<file path="src/design/fri_pkg.sv">
`timescale 1ns / 1ps
`default_nettype none
package fri_pkg;

    localparam int VALUE_BITS = 30;
    localparam int ROUNDS     = 7;
    localparam int ROUND_BITS = 3;
    localparam int CFG_IDX_BITS = 3;

    // Multiplier operand scanned bit by bit: one bit wider than a field value
    localparam int OPER_BITS = VALUE_BITS + 1;

    localparam logic [VALUE_BITS-1:0] MIN_MODULUS = VALUE_BITS'(3);
    localparam logic [ROUND_BITS-1:0] LAST_ROUND  = ROUND_BITS'(ROUNDS - 1);

    // Configuration register indexes
    typedef enum logic [CFG_IDX_BITS-1:0] {
        CFG_MODULUS     = 3'd0,
        CFG_INV_TWO     = 3'd1,
        CFG_INV_COSET   = 3'd2,
        CFG_INV_ROOT    = 3'd3,
        CFG_CHALLENGE   = 3'd4,
        CFG_ROUND_INDEX = 3'd5
    } t_cfg_reg;

    // Sequencer states
    typedef enum logic [3:0] {
        S_IDLE,
        S_ROOT,
        S_SQUARE,
        S_COSET,
        S_TWO,
        S_RED_B,
        S_EVEN,
        S_DIFF,
        S_RED_DOM,
        S_ODD,
        S_CHAL,
        S_STEP,
        S_OUT
    } t_state;

    // Request to the modular multiplier: result is (x * m) mod q, m < q
    typedef struct packed {
        logic                  start;
        logic [OPER_BITS-1:0]  x;
        logic [VALUE_BITS-1:0] m;
    } t_mm_req;

endpackage
`default_nettype wire

</file>
<file path="src/design/fri_in_if.sv">
`timescale 1ns / 1ps
`default_nettype none
interface fri_in_if;
    import fri_pkg::*;

    logic                  valid;
    logic                  ready;
    logic [VALUE_BITS-1:0] value_first;
    logic [VALUE_BITS-1:0] value_second;
    logic                  round_start;

    modport source (output valid, output value_first, output value_second,
                    output round_start, input ready);
    modport sink   (input valid, input value_first, input value_second,
                    input round_start, output ready);
endinterface
`default_nettype wire

</file>
<file path="src/design/fri_out_if.sv">
`timescale 1ns / 1ps
`default_nettype none
interface fri_out_if;
    import fri_pkg::*;

    logic                  valid;
    logic                  ready;
    logic [VALUE_BITS-1:0] folded;

    modport source (output valid, output folded, input ready);
    modport sink   (input valid, input folded, output ready);
endinterface
`default_nettype wire

</file>
<file path="src/design/fri_mulmod.sv">
`timescale 1ns / 1ps
`default_nettype none
module fri_mulmod (
    input  wire logic                          i_clk,
    input  wire logic                          i_rst_n,
    input  wire fri_pkg::t_mm_req              i_req,
    input  wire logic [fri_pkg::VALUE_BITS-1:0] i_modulus,
    output logic                               o_done,
    output logic [fri_pkg::VALUE_BITS-1:0]     o_result
);
    import fri_pkg::*;

    localparam int SUM_BITS = VALUE_BITS + 2;
    localparam int CNT_BITS = $clog2(OPER_BITS + 1);

    logic [VALUE_BITS-1:0] r_acc;
    logic [OPER_BITS-1:0]  r_x;
    logic [VALUE_BITS-1:0] r_m;
    logic [CNT_BITS-1:0]   r_cnt;
    logic                  r_busy;
    logic                  r_done;

    logic [SUM_BITS-1:0]   sum;
    logic [SUM_BITS-1:0]   q1;
    logic [SUM_BITS-1:0]   q2;
    logic [VALUE_BITS-1:0] n_acc;

    // One bit of x per cycle, MSB first: acc = (2*acc + bit*m) mod q, below 3q
    always_comb begin
        q1  = {2'b00, i_modulus};
        q2  = {1'b0, i_modulus, 1'b0};
        sum = {1'b0, r_acc, 1'b0} + (r_x[OPER_BITS-1] ? {2'b00, r_m} : '0);
        priority if (sum >= q2) begin
            n_acc = VALUE_BITS'(sum - q2);
        end else if (sum >= q1) begin
            n_acc = VALUE_BITS'(sum - q1);
        end else begin
            n_acc = VALUE_BITS'(sum);
        end
    end

    // Track the pass and flag its last bit
    always_ff @(posedge i_clk) begin
        if (!i_rst_n) begin
            r_busy <= 1'b0;
            r_done <= 1'b0;
            r_cnt  <= '0;
        end else begin
            r_done <= 1'b0;
            if (i_req.start) begin
                r_busy <= 1'b1;
                r_cnt  <= CNT_BITS'(OPER_BITS);
            end else if (r_busy) begin
                r_cnt <= r_cnt - CNT_BITS'(1);
                if (r_cnt == CNT_BITS'(1)) begin
                    r_busy <= 1'b0;
                    r_done <= 1'b1;
                end
            end
        end
    end

    // Load operands, then shift and accumulate
    always_ff @(posedge i_clk) begin
        if (i_req.start) begin
            r_acc <= '0;
            r_x   <= i_req.x;
            r_m   <= i_req.m;
        end else if (r_busy) begin
            r_acc <= n_acc;
            r_x   <= {r_x[OPER_BITS-2:0], 1'b0};
        end
    end

    assign o_done   = r_done;
    assign o_result = r_acc;

endmodule
`default_nettype wire

</file>
<file path="src/design/fri_fold_round.sv">
// An input transaction is folded by a sequence of modular-multiplier passes into the output register.
// With round_start high add 2 + min(round_index, 6) passes for stride and coset setup.
// Each field operation is one pass of the bit-serial modular multiplier;
// an item takes 8 such passes, and a new item is taken only after the last one has left the sequencer.
// Input ready is high only while idle; a result may wait in the output register.
// Reset (synchronous, active low) loads register defaults and clears domain state.
`timescale 1ns / 1ps
`default_nettype none
module fri_fold_round (
    input  wire logic                            i_clk,
    input  wire logic                            i_rst_n,
    input  wire logic                            i_cfg_we,
    input  wire logic [fri_pkg::CFG_IDX_BITS-1:0] i_cfg_idx,
    input  wire logic [fri_pkg::VALUE_BITS-1:0]   i_cfg_data,
    fri_in_if.sink                               i_in,
    fri_out_if.source                            o_out
);
    import fri_pkg::*;

    // Configuration registers
    logic [VALUE_BITS-1:0] r_modulus;
    logic [VALUE_BITS-1:0] r_inv_two;
    logic [VALUE_BITS-1:0] r_inv_coset;
    logic [VALUE_BITS-1:0] r_inv_root;
    logic [VALUE_BITS-1:0] r_challenge;
    logic [ROUND_BITS-1:0] r_round_index;

    // Sequencer and datapath
    t_state                r_state;
    t_state                n_state;
    logic                  r_issued;
    logic [ROUND_BITS-1:0] r_sq_cnt;
    logic [VALUE_BITS-1:0] r_a;
    logic [VALUE_BITS-1:0] r_b;
    logic [VALUE_BITS-1:0] r_stride;
    logic [VALUE_BITS-1:0] r_dom;
    logic [VALUE_BITS-1:0] r_half;
    logic [VALUE_BITS-1:0] r_even;
    logic [VALUE_BITS-1:0] r_tmp;
    logic                  r_out_valid;
    logic [VALUE_BITS-1:0] r_folded;

    logic [VALUE_BITS-1:0] q;
    logic [ROUND_BITS-1:0] sq_limit;
    logic                  in_fire;
    logic                  load_out;
    t_mm_req               mm_req;
    logic                  mm_done;
    logic [VALUE_BITS-1:0] mm_res;
    logic [VALUE_BITS:0]   out_sum;
    logic [VALUE_BITS-1:0] n_folded;

    assign q        = (r_modulus < MIN_MODULUS) ? MIN_MODULUS : r_modulus;
    assign sq_limit = (r_round_index > LAST_ROUND) ? LAST_ROUND : r_round_index;
    assign in_fire  = i_in.valid && i_in.ready;

    // Write configuration registers; unknown indexes drop the write
    always_ff @(posedge i_clk) begin
        if (!i_rst_n) begin
            r_modulus     <= VALUE_BITS'(3);
            r_inv_two     <= VALUE_BITS'(2);
            r_inv_coset   <= VALUE_BITS'(1);
            r_inv_root    <= VALUE_BITS'(1);
            r_challenge   <= '0;
            r_round_index <= '0;
        end else if (i_cfg_we) begin
            case (t_cfg_reg'(i_cfg_idx))
                CFG_MODULUS:     r_modulus     <= i_cfg_data;
                CFG_INV_TWO:     r_inv_two     <= i_cfg_data;
                CFG_INV_COSET:   r_inv_coset   <= i_cfg_data;
                CFG_INV_ROOT:    r_inv_root    <= i_cfg_data;
                CFG_CHALLENGE:   r_challenge   <= i_cfg_data;
                CFG_ROUND_INDEX: r_round_index <= i_cfg_data[ROUND_BITS-1:0];
                default: ;
            endcase
        end
    end

    // Next state
    always_comb begin
        n_state = r_state;
        unique case (r_state)
            S_IDLE:    if (in_fire) n_state = i_in.round_start ? S_ROOT : S_TWO;
            S_ROOT:    if (mm_done) n_state = (sq_limit == '0) ? S_COSET : S_SQUARE;
            S_SQUARE:  if (mm_done && r_sq_cnt == ROUND_BITS'(1)) n_state = S_COSET;
            S_COSET:   if (mm_done) n_state = S_TWO;
            S_TWO:     if (mm_done) n_state = S_RED_B;
            S_RED_B:   if (mm_done) n_state = S_EVEN;
            S_EVEN:    if (mm_done) n_state = S_DIFF;
            S_DIFF:    if (mm_done) n_state = S_RED_DOM;
            S_RED_DOM: if (mm_done) n_state = S_ODD;
            S_ODD:     if (mm_done) n_state = S_CHAL;
            S_CHAL:    if (mm_done) n_state = S_STEP;
            S_STEP:    if (mm_done) n_state = S_OUT;
            S_OUT:     if (!r_out_valid || o_out.ready) n_state = S_IDLE;
        endcase
    end

    // Multiplier operands per step; a multiplier of one reduces x mod q
    always_comb begin
        mm_req.start = (r_state != S_IDLE) && (r_state != S_OUT) && !r_issued;
        mm_req.x     = '0;
        mm_req.m     = VALUE_BITS'(1);
        unique case (r_state)
            S_IDLE, S_OUT: begin
                mm_req.x = '0;
            end
            S_ROOT:    mm_req.x = {1'b0, r_inv_root};
            S_SQUARE: begin
                mm_req.x = {1'b0, r_stride};
                mm_req.m = r_stride;
            end
            S_COSET:   mm_req.x = {1'b0, r_inv_coset};
            S_TWO:     mm_req.x = {1'b0, r_inv_two};
            S_RED_B:   mm_req.x = {1'b0, r_b};
            S_EVEN: begin
                mm_req.x = {1'b0, r_a} + {1'b0, r_b};
                mm_req.m = r_half;
            end
            S_DIFF: begin
                mm_req.x = {1'b0, r_a} + {1'b0, q} - {1'b0, r_tmp};
                mm_req.m = r_half;
            end
            S_RED_DOM: mm_req.x = {1'b0, r_dom};
            S_ODD: begin
                mm_req.x = {1'b0, r_tmp};
                mm_req.m = r_dom;
            end
            S_CHAL: begin
                mm_req.x = {1'b0, r_challenge};
                mm_req.m = r_tmp;
            end
            S_STEP: begin
                mm_req.x = {1'b0, r_stride};
                mm_req.m = r_dom;
            end
        endcase
    end

    assign i_in.ready = (r_state == S_IDLE);
    assign load_out   = (r_state == S_OUT) && (!r_out_valid || o_out.ready);

    // Final sum even + alpha*odd, one conditional subtract
    always_comb begin
        out_sum = {1'b0, r_even} + {1'b0, r_tmp};
        if (out_sum >= {1'b0, q}) begin
            n_folded = VALUE_BITS'(out_sum - {1'b0, q});
        end else begin
            n_folded = VALUE_BITS'(out_sum);
        end
    end

    fri_mulmod u_mulmod (
        .i_clk     (i_clk),
        .i_rst_n   (i_rst_n),
        .i_req     (mm_req),
        .i_modulus (q),
        .o_done    (mm_done),
        .o_result  (mm_res)
    );

    // Advance sequencer, track the issued pass and the output register
    always_ff @(posedge i_clk) begin
        if (!i_rst_n) begin
            r_state     <= S_IDLE;
            r_issued    <= 1'b0;
            r_sq_cnt    <= '0;
            r_out_valid <= 1'b0;
            r_stride    <= '0;
            r_dom       <= '0;
        end else begin
            r_state <= n_state;
            if (mm_done) begin
                r_issued <= 1'b0;
            end else if (mm_req.start) begin
                r_issued <= 1'b1;
            end
            if (load_out) begin
                r_out_valid <= 1'b1;
            end else if (o_out.ready) begin
                r_out_valid <= 1'b0;
            end
            if (mm_done) begin
                unique case (r_state)
                    S_ROOT: begin
                        r_stride <= mm_res;
                        r_sq_cnt <= sq_limit;
                    end
                    S_SQUARE: begin
                        r_stride <= mm_res;
                        r_sq_cnt <= r_sq_cnt - ROUND_BITS'(1);
                    end
                    S_COSET, S_RED_DOM, S_STEP: r_dom <= mm_res;
                    default: ;
                endcase
            end
        end
    end

    // Hold operands and intermediate products
    always_ff @(posedge i_clk) begin
        if (in_fire) begin
            r_a <= i_in.value_first;
            r_b <= i_in.value_second;
        end
        if (mm_done) begin
            unique case (r_state)
                S_TWO:                          r_half <= mm_res;
                S_EVEN:                         r_even <= mm_res;
                S_RED_B, S_DIFF, S_ODD, S_CHAL: r_tmp  <= mm_res;
                default: ;
            endcase
        end
        if (load_out) begin
            r_folded <= n_folded;
        end
    end

    assign o_out.valid  = r_out_valid;
    assign o_out.folded = r_folded;

endmodule
`default_nettype wire

</file>
<file path="src/flat_wrapper.sv">
// flat-port wrapper written by rule: the top's interface ports become plain ports
module fri_fold_round_flat import fri_pkg::*;
  (i_clk, i_rst_n, i_cfg_we, i_cfg_idx, i_cfg_data, i_in_valid, i_in_value_first, i_in_value_second, i_in_round_start, i_in_ready, o_out_valid, o_out_folded, o_out_ready);
  fri_in_if i_in_i ();
  fri_out_if o_out_i ();
  input  wire logic i_clk;
  input  wire logic i_rst_n;
  input  wire logic i_cfg_we;
  input  wire logic [fri_pkg::CFG_IDX_BITS-1:0] i_cfg_idx;
  input  wire logic [fri_pkg::VALUE_BITS-1:0] i_cfg_data;
  input wire logic [$bits(i_in_i.valid)-1:0] i_in_valid;
  input wire logic [$bits(i_in_i.value_first)-1:0] i_in_value_first;
  input wire logic [$bits(i_in_i.value_second)-1:0] i_in_value_second;
  input wire logic [$bits(i_in_i.round_start)-1:0] i_in_round_start;
  output wire logic [$bits(i_in_i.ready)-1:0] i_in_ready;
  output wire logic [$bits(o_out_i.valid)-1:0] o_out_valid;
  output wire logic [$bits(o_out_i.folded)-1:0] o_out_folded;
  input wire logic [$bits(o_out_i.ready)-1:0] o_out_ready;
  assign i_in_i.valid = i_in_valid;
  assign i_in_i.value_first = i_in_value_first;
  assign i_in_i.value_second = i_in_value_second;
  assign i_in_i.round_start = i_in_round_start;
  assign i_in_ready = i_in_i.ready;
  assign o_out_valid = o_out_i.valid;
  assign o_out_folded = o_out_i.folded;
  assign o_out_i.ready = o_out_ready;
  fri_fold_round u_core (.i_clk(i_clk), .i_rst_n(i_rst_n), .i_cfg_we(i_cfg_we), .i_cfg_idx(i_cfg_idx), .i_cfg_data(i_cfg_data), .i_in(i_in_i), .o_out(o_out_i));
endmodule
</file>
<file path="config.mk">
export PLATFORM = sky130hd
export DESIGN_NAME = fri_fold_round_flat
export DESIGN_NICKNAME = d
export VERILOG_FILES = /design/src/design/fri_pkg.sv /design/src/design/fri_in_if.sv /design/src/design/fri_out_if.sv /design/src/design/fri_mulmod.sv /design/src/design/fri_fold_round.sv /design/src/flat_wrapper.sv
export SDC_FILE = /design/constraint.sdc
export NUM_CORES = 1
export LEC_CHECK = 0
export BUFFER_PORTS_ARGS = -buffer_cell sky130_fd_sc_hd__clkbuf_2
export CORE_ASPECT_RATIO = 0.5
export CORE_MARGIN = 4
export CORE_UTILIZATION = 49
export DETAILED_ROUTE_END_ITERATION = 10
export HOLD_SLACK_MARGIN = 0.1
export PLACE_DENSITY = 0.7
export SLEW_MARGIN = 25
export SYNTH_ARGS = -nofsm -noshare
export SYNTH_HDL_FRONTEND = slang
export SYNTH_SLANG_ARGS = --single-unit
</file>
<file path="constraint.sdc">
create_clock -name i_clk -period 8.1 [get_ports i_clk]
set_clock_uncertainty 0.2 [all_clocks]
set_input_delay 1.215 -clock i_clk [delete_from_list [all_inputs] [get_ports i_clk]]
set_output_delay 1.215 -clock i_clk [all_outputs]
set_load 0.005 [all_outputs]
</file>
==> impl_metrics.ini <==
[run_status]
status = completed

[flow_run]
cap_violations = 0

[hold_path]
hp-class = register to register
hp-start = u_core.r_inv_coset[5]$_SDFFE_PN0P_

[finish]
area_growth_pct = 9.82
diodes = 0
fin_area_sq_mm = 0.0354
drive_gt1_share_pct = 8.15
layout.nets = 4063

[timing]
final_hold_viol_count = 0
fin_crit_ns = 6.74
worst_pin_slew_ns = 1.02
hold_ws_ns = 0.265
fin_crit_sh_pct = 83.2
setup_viol = 0
tns_ns = 0
max_freq_ghz = 0.148
slew_headroom_pct = 31.9
rsz0062_at_grt = false
slew_viol_final = 0

[routing]
drc = 0
drt_iter0_markers = 4700
wl_microns = 116000
dr.pass1.iters = 9
vias_per_cell = 6.28
ant_nets = 0
vias = 29141
detail_route.wl_per_cell_microns = 24.9

[power_and_ir_drop]
power.leakage_nw = 13.7
p_per_area_mw_per_mm2 = 400
seqPwrFrac_pct = 25.0
p_sw_w = 0.00661
clkPwrFrac_pct = 17.3
intPower_w = 0.00754
power.total_w = 0.0142
swShare_pct = 46.7
comb_power_share_pct = 57.7
ir_drop_mv = 0.264

[floorplan]
rows = 66
boundaryPins = 131
die-area_sq_mm = 0.0701
initial_core_util_pct = 49.6
core_area_sq_mm = 0.0650
die_y_microns = 189
die_w_microns = 371

[logic_synthesis]
synth_flop_cell = dfxtp_1
synth-async-reset-ratio_pct = 0
yosysTopAreaCell = edfxtp_1
syn_inst = 3668
synth_edf_count = 241
ys_ff_latch = 500
yosysMostFrequentCell = nand2_1
synth_area_leaders = edfxtp_1, dfxtp_1, ha_1
synth_warnings = 0
avgSynthCellArea_sq_um = 8.78
synth_top_area_share_pct = 22.5
syn_area_sq_mm = 0.0322
synth_common_cells = nand2_1, a21oi_1, dfxtp_1, edfxtp_1, ha_1
synth.net_count = 4017
seq_area_frac_synth_pct = 38.6
synth_cell_type_count = 82

[clocking]
htree_num_levels = 2
cts.sinks = 500
cts_resized = 0
clock_tree.buffer_depth = 3
postCtsSetupBuffers = 0
insertion_delay_ns = 0.62
tritoncts = built
clk_pin_slew_worst_paths_ns = 0.08
cts_inserted_buffers = 48
ctsHoldBuffers = 0
root_buffer = clkbuf_16

[worst_setup_path]
r2r_cells = 23
cp_data_required_time_ns = 8.40
reg2reg_to = u_core.u_mulmod.o_result[7]$_SDFFE_PP0P_
worstSetupStartpointType = register
critPathMostFrequentCell = a21oi_1
crit_path_start = u_core.u_mulmod.r_x[30]$_DFFE_PP_
crit_fanout = 30
critPathCapture = u_core.u_mulmod.o_result[7]$_SDFFE_PP0P_
arrival_ns = 7.04
reg2reg_slack_ns = 1.36
crit_type = register to register
end_kind = register
slowest_delay_ns = 0.78
crit_slowest_cell = edfxtp_1
timing.rr.start = u_core.u_mulmod.r_x[30]$_DFFE_PP_
crit_chain = and2_1, ha_1, fa_1, a211oi_1, o31ai_1, o211ai_1, a21oi_1, o22ai_1, o21ai_0, a21oi_1, xnor2_1, ha_1, a21o_1, a21o_1, a21oi_1, o31ai_1, nor2_1, a31oi_1, a21oi_2, buf_4, o21ai_0, a21oi_1, nor2_1

[global_routing]
grt_pass1_wl_microns = 169000
grt_pass1_vias = 26580
gr-total-overflow = 0
grt_usage_pct = 31.9
antenna_found_initial = 2
grt_max_degree = 134

[placed_design]
dpl_cell_area_sq_mm = 0.0337
gp_congestion = 1.00
portBuffers = 130
place_hpwl_microns = 87700
## how the worst min path moves through the flow
stage                                    endpoint  slack, ns  cells past startpoint
5_1_grt        u_core.r_challenge[9]$_SDFFE_PN0P_       0.29                      2
3_3_place_gp   u_core.r_inv_root[12]$_SDFFE_PN0P_       0.25                      2
2_1_floorplan    u_core.r_inv_two[1]$_SDFFE_PN1P_       0.24                      2
4_1_cts        u_core.r_inv_coset[8]$_SDFFE_PN0P_       0.27                      2
6_report       u_core.r_inv_coset[5]$_SDFFE_PN0P_       0.26                      2
3_5_place_dp   u_core.r_inv_coset[8]$_SDFFE_PN0P_       0.26                      2
## cell type report
cell class | count | area [sq um]
clock inverter | 27 | 264
tap | 884 | 1110
timing repair buffer | 172 | 972
clock buffer | 63 | 1400
fill | 5945 | 29600
multi-input combinational | 2806 | 18500
sequential | 500 | 12400
inverter | 186 | 698
## cell usage in the layout (no fill, tap or decap), types with 19 or more instances in the layout
cell and instances:
and2_1 43, o21ai_0 171, clkbuf_16 53, a22o_1 22
inv_1 181, o21a_1 35, mux2i_1 28, xor2_1 59
dfxtp_1 259, a21o_1 79, clkbuf_2 129, a21oi_1 267
nor2b_1 27, nor2_1 139, a31oi_1 41, xnor2_1 106
a211oi_1 25, a21boi_0 211, o21ai_1 19, fa_1 36
nand4_1 25, buf_4 42, a221oi_1 33, nand2_1 687
ha_1 214, o21bai_1 22, o211ai_1 22, a22oi_1 46
and3_1 31, nand2b_1 31, nand3_1 72, nor4_1 21
nor3_1 45, edfxtp_1 241, a222oi_1 52
## layer usage
metal | vias up | wire, microns | GRT usage (%)
li1 | 13447 | - | -
met2 | 1580 | 43700 | 42.4
met4 | 0 | 2330 | 6.36
met5 | - | 0 | 0
met3 | 147 | 17000 | 11.2
met1 | 13967 | 52600 | 49.0
## sequential cells by signal, indices dropped and copies added (netlist names), 3 cells and up
| register | flops |
|---|---|
| u_core.u_mulmod.r_x | 31 |
| u_core.u_mulmod.r_m | 30 |
| u_core.r_sq_cnt | 3 |
| u_core.u_mulmod.r_cnt | 5 |
| u_core.r_stride | 30 |
| u_core.r_a | 30 |
| u_core.r_round_index | 3 |
| u_core.r_state | 4 |
| u_core.r_inv_two | 30 |
| u_core.r_b | 30 |
| u_core.r_even | 30 |
| u_core.r_modulus | 30 |
| u_core.r_half | 30 |
| u_core.r_inv_root | 30 |
| u_core.r_inv_coset | 30 |
| u_core.r_dom | 30 |
| u_core.r_tmp | 30 |
| u_core.u_mulmod.o_result | 30 |
| u_core.r_challenge | 30 |
| u_core.o_out.folded | 30 |
## metrics by stage
step           util, %  std cells  setup slack [ns]
4_1_cts           54.4       4638              1.45
5_1_grt           54.4       4638             0.899
2_1_floorplan        -       3668              2.77
3_3_place_gp      51.8       4548              1.65
6_report          54.4       4638              1.36
3_5_place_dp      51.8       4548              1.47
## logic make-up (layout without fill, tap and decap cells)
kind of cell	count (synthesis)	in the layout	synth area share, %
AND/OR/NAND/NOR	1189	1189	16.3
adder cells (fa/ha/maj)	250	250	10.6
XOR/XNOR	165	165	4.49
AO/OA/AOI/OAI	1160	1160	24.5
flip-flops	500	500	38.6
multiplexers	42	42	1.36
buffers and inverters	362	448	4.25
## power groups by stage
stage          combinational (W)  sequential [W]  clock [W]
2_1_floorplan            0.00588         0.00338          0
3_3_place_gp             0.00788         0.00357          0
3_5_place_dp             0.00786         0.00358          0
4_1_cts                  0.00793         0.00352    0.00247
5_1_grt                  0.00884         0.00356    0.00256
6_report                 0.00817         0.00355    0.00245
## worst max-delay path: cells and delay by family, from the launching register on
family          cells  cell delay [ns]
fa+ha+maj           3             0.83
buf+inv             1             0.36
simple gates        3             0.43
flops               1             0.78
xor+xnor            1             0.39
compound gates     15             3.61
Power figures use the tool's default switching activity.
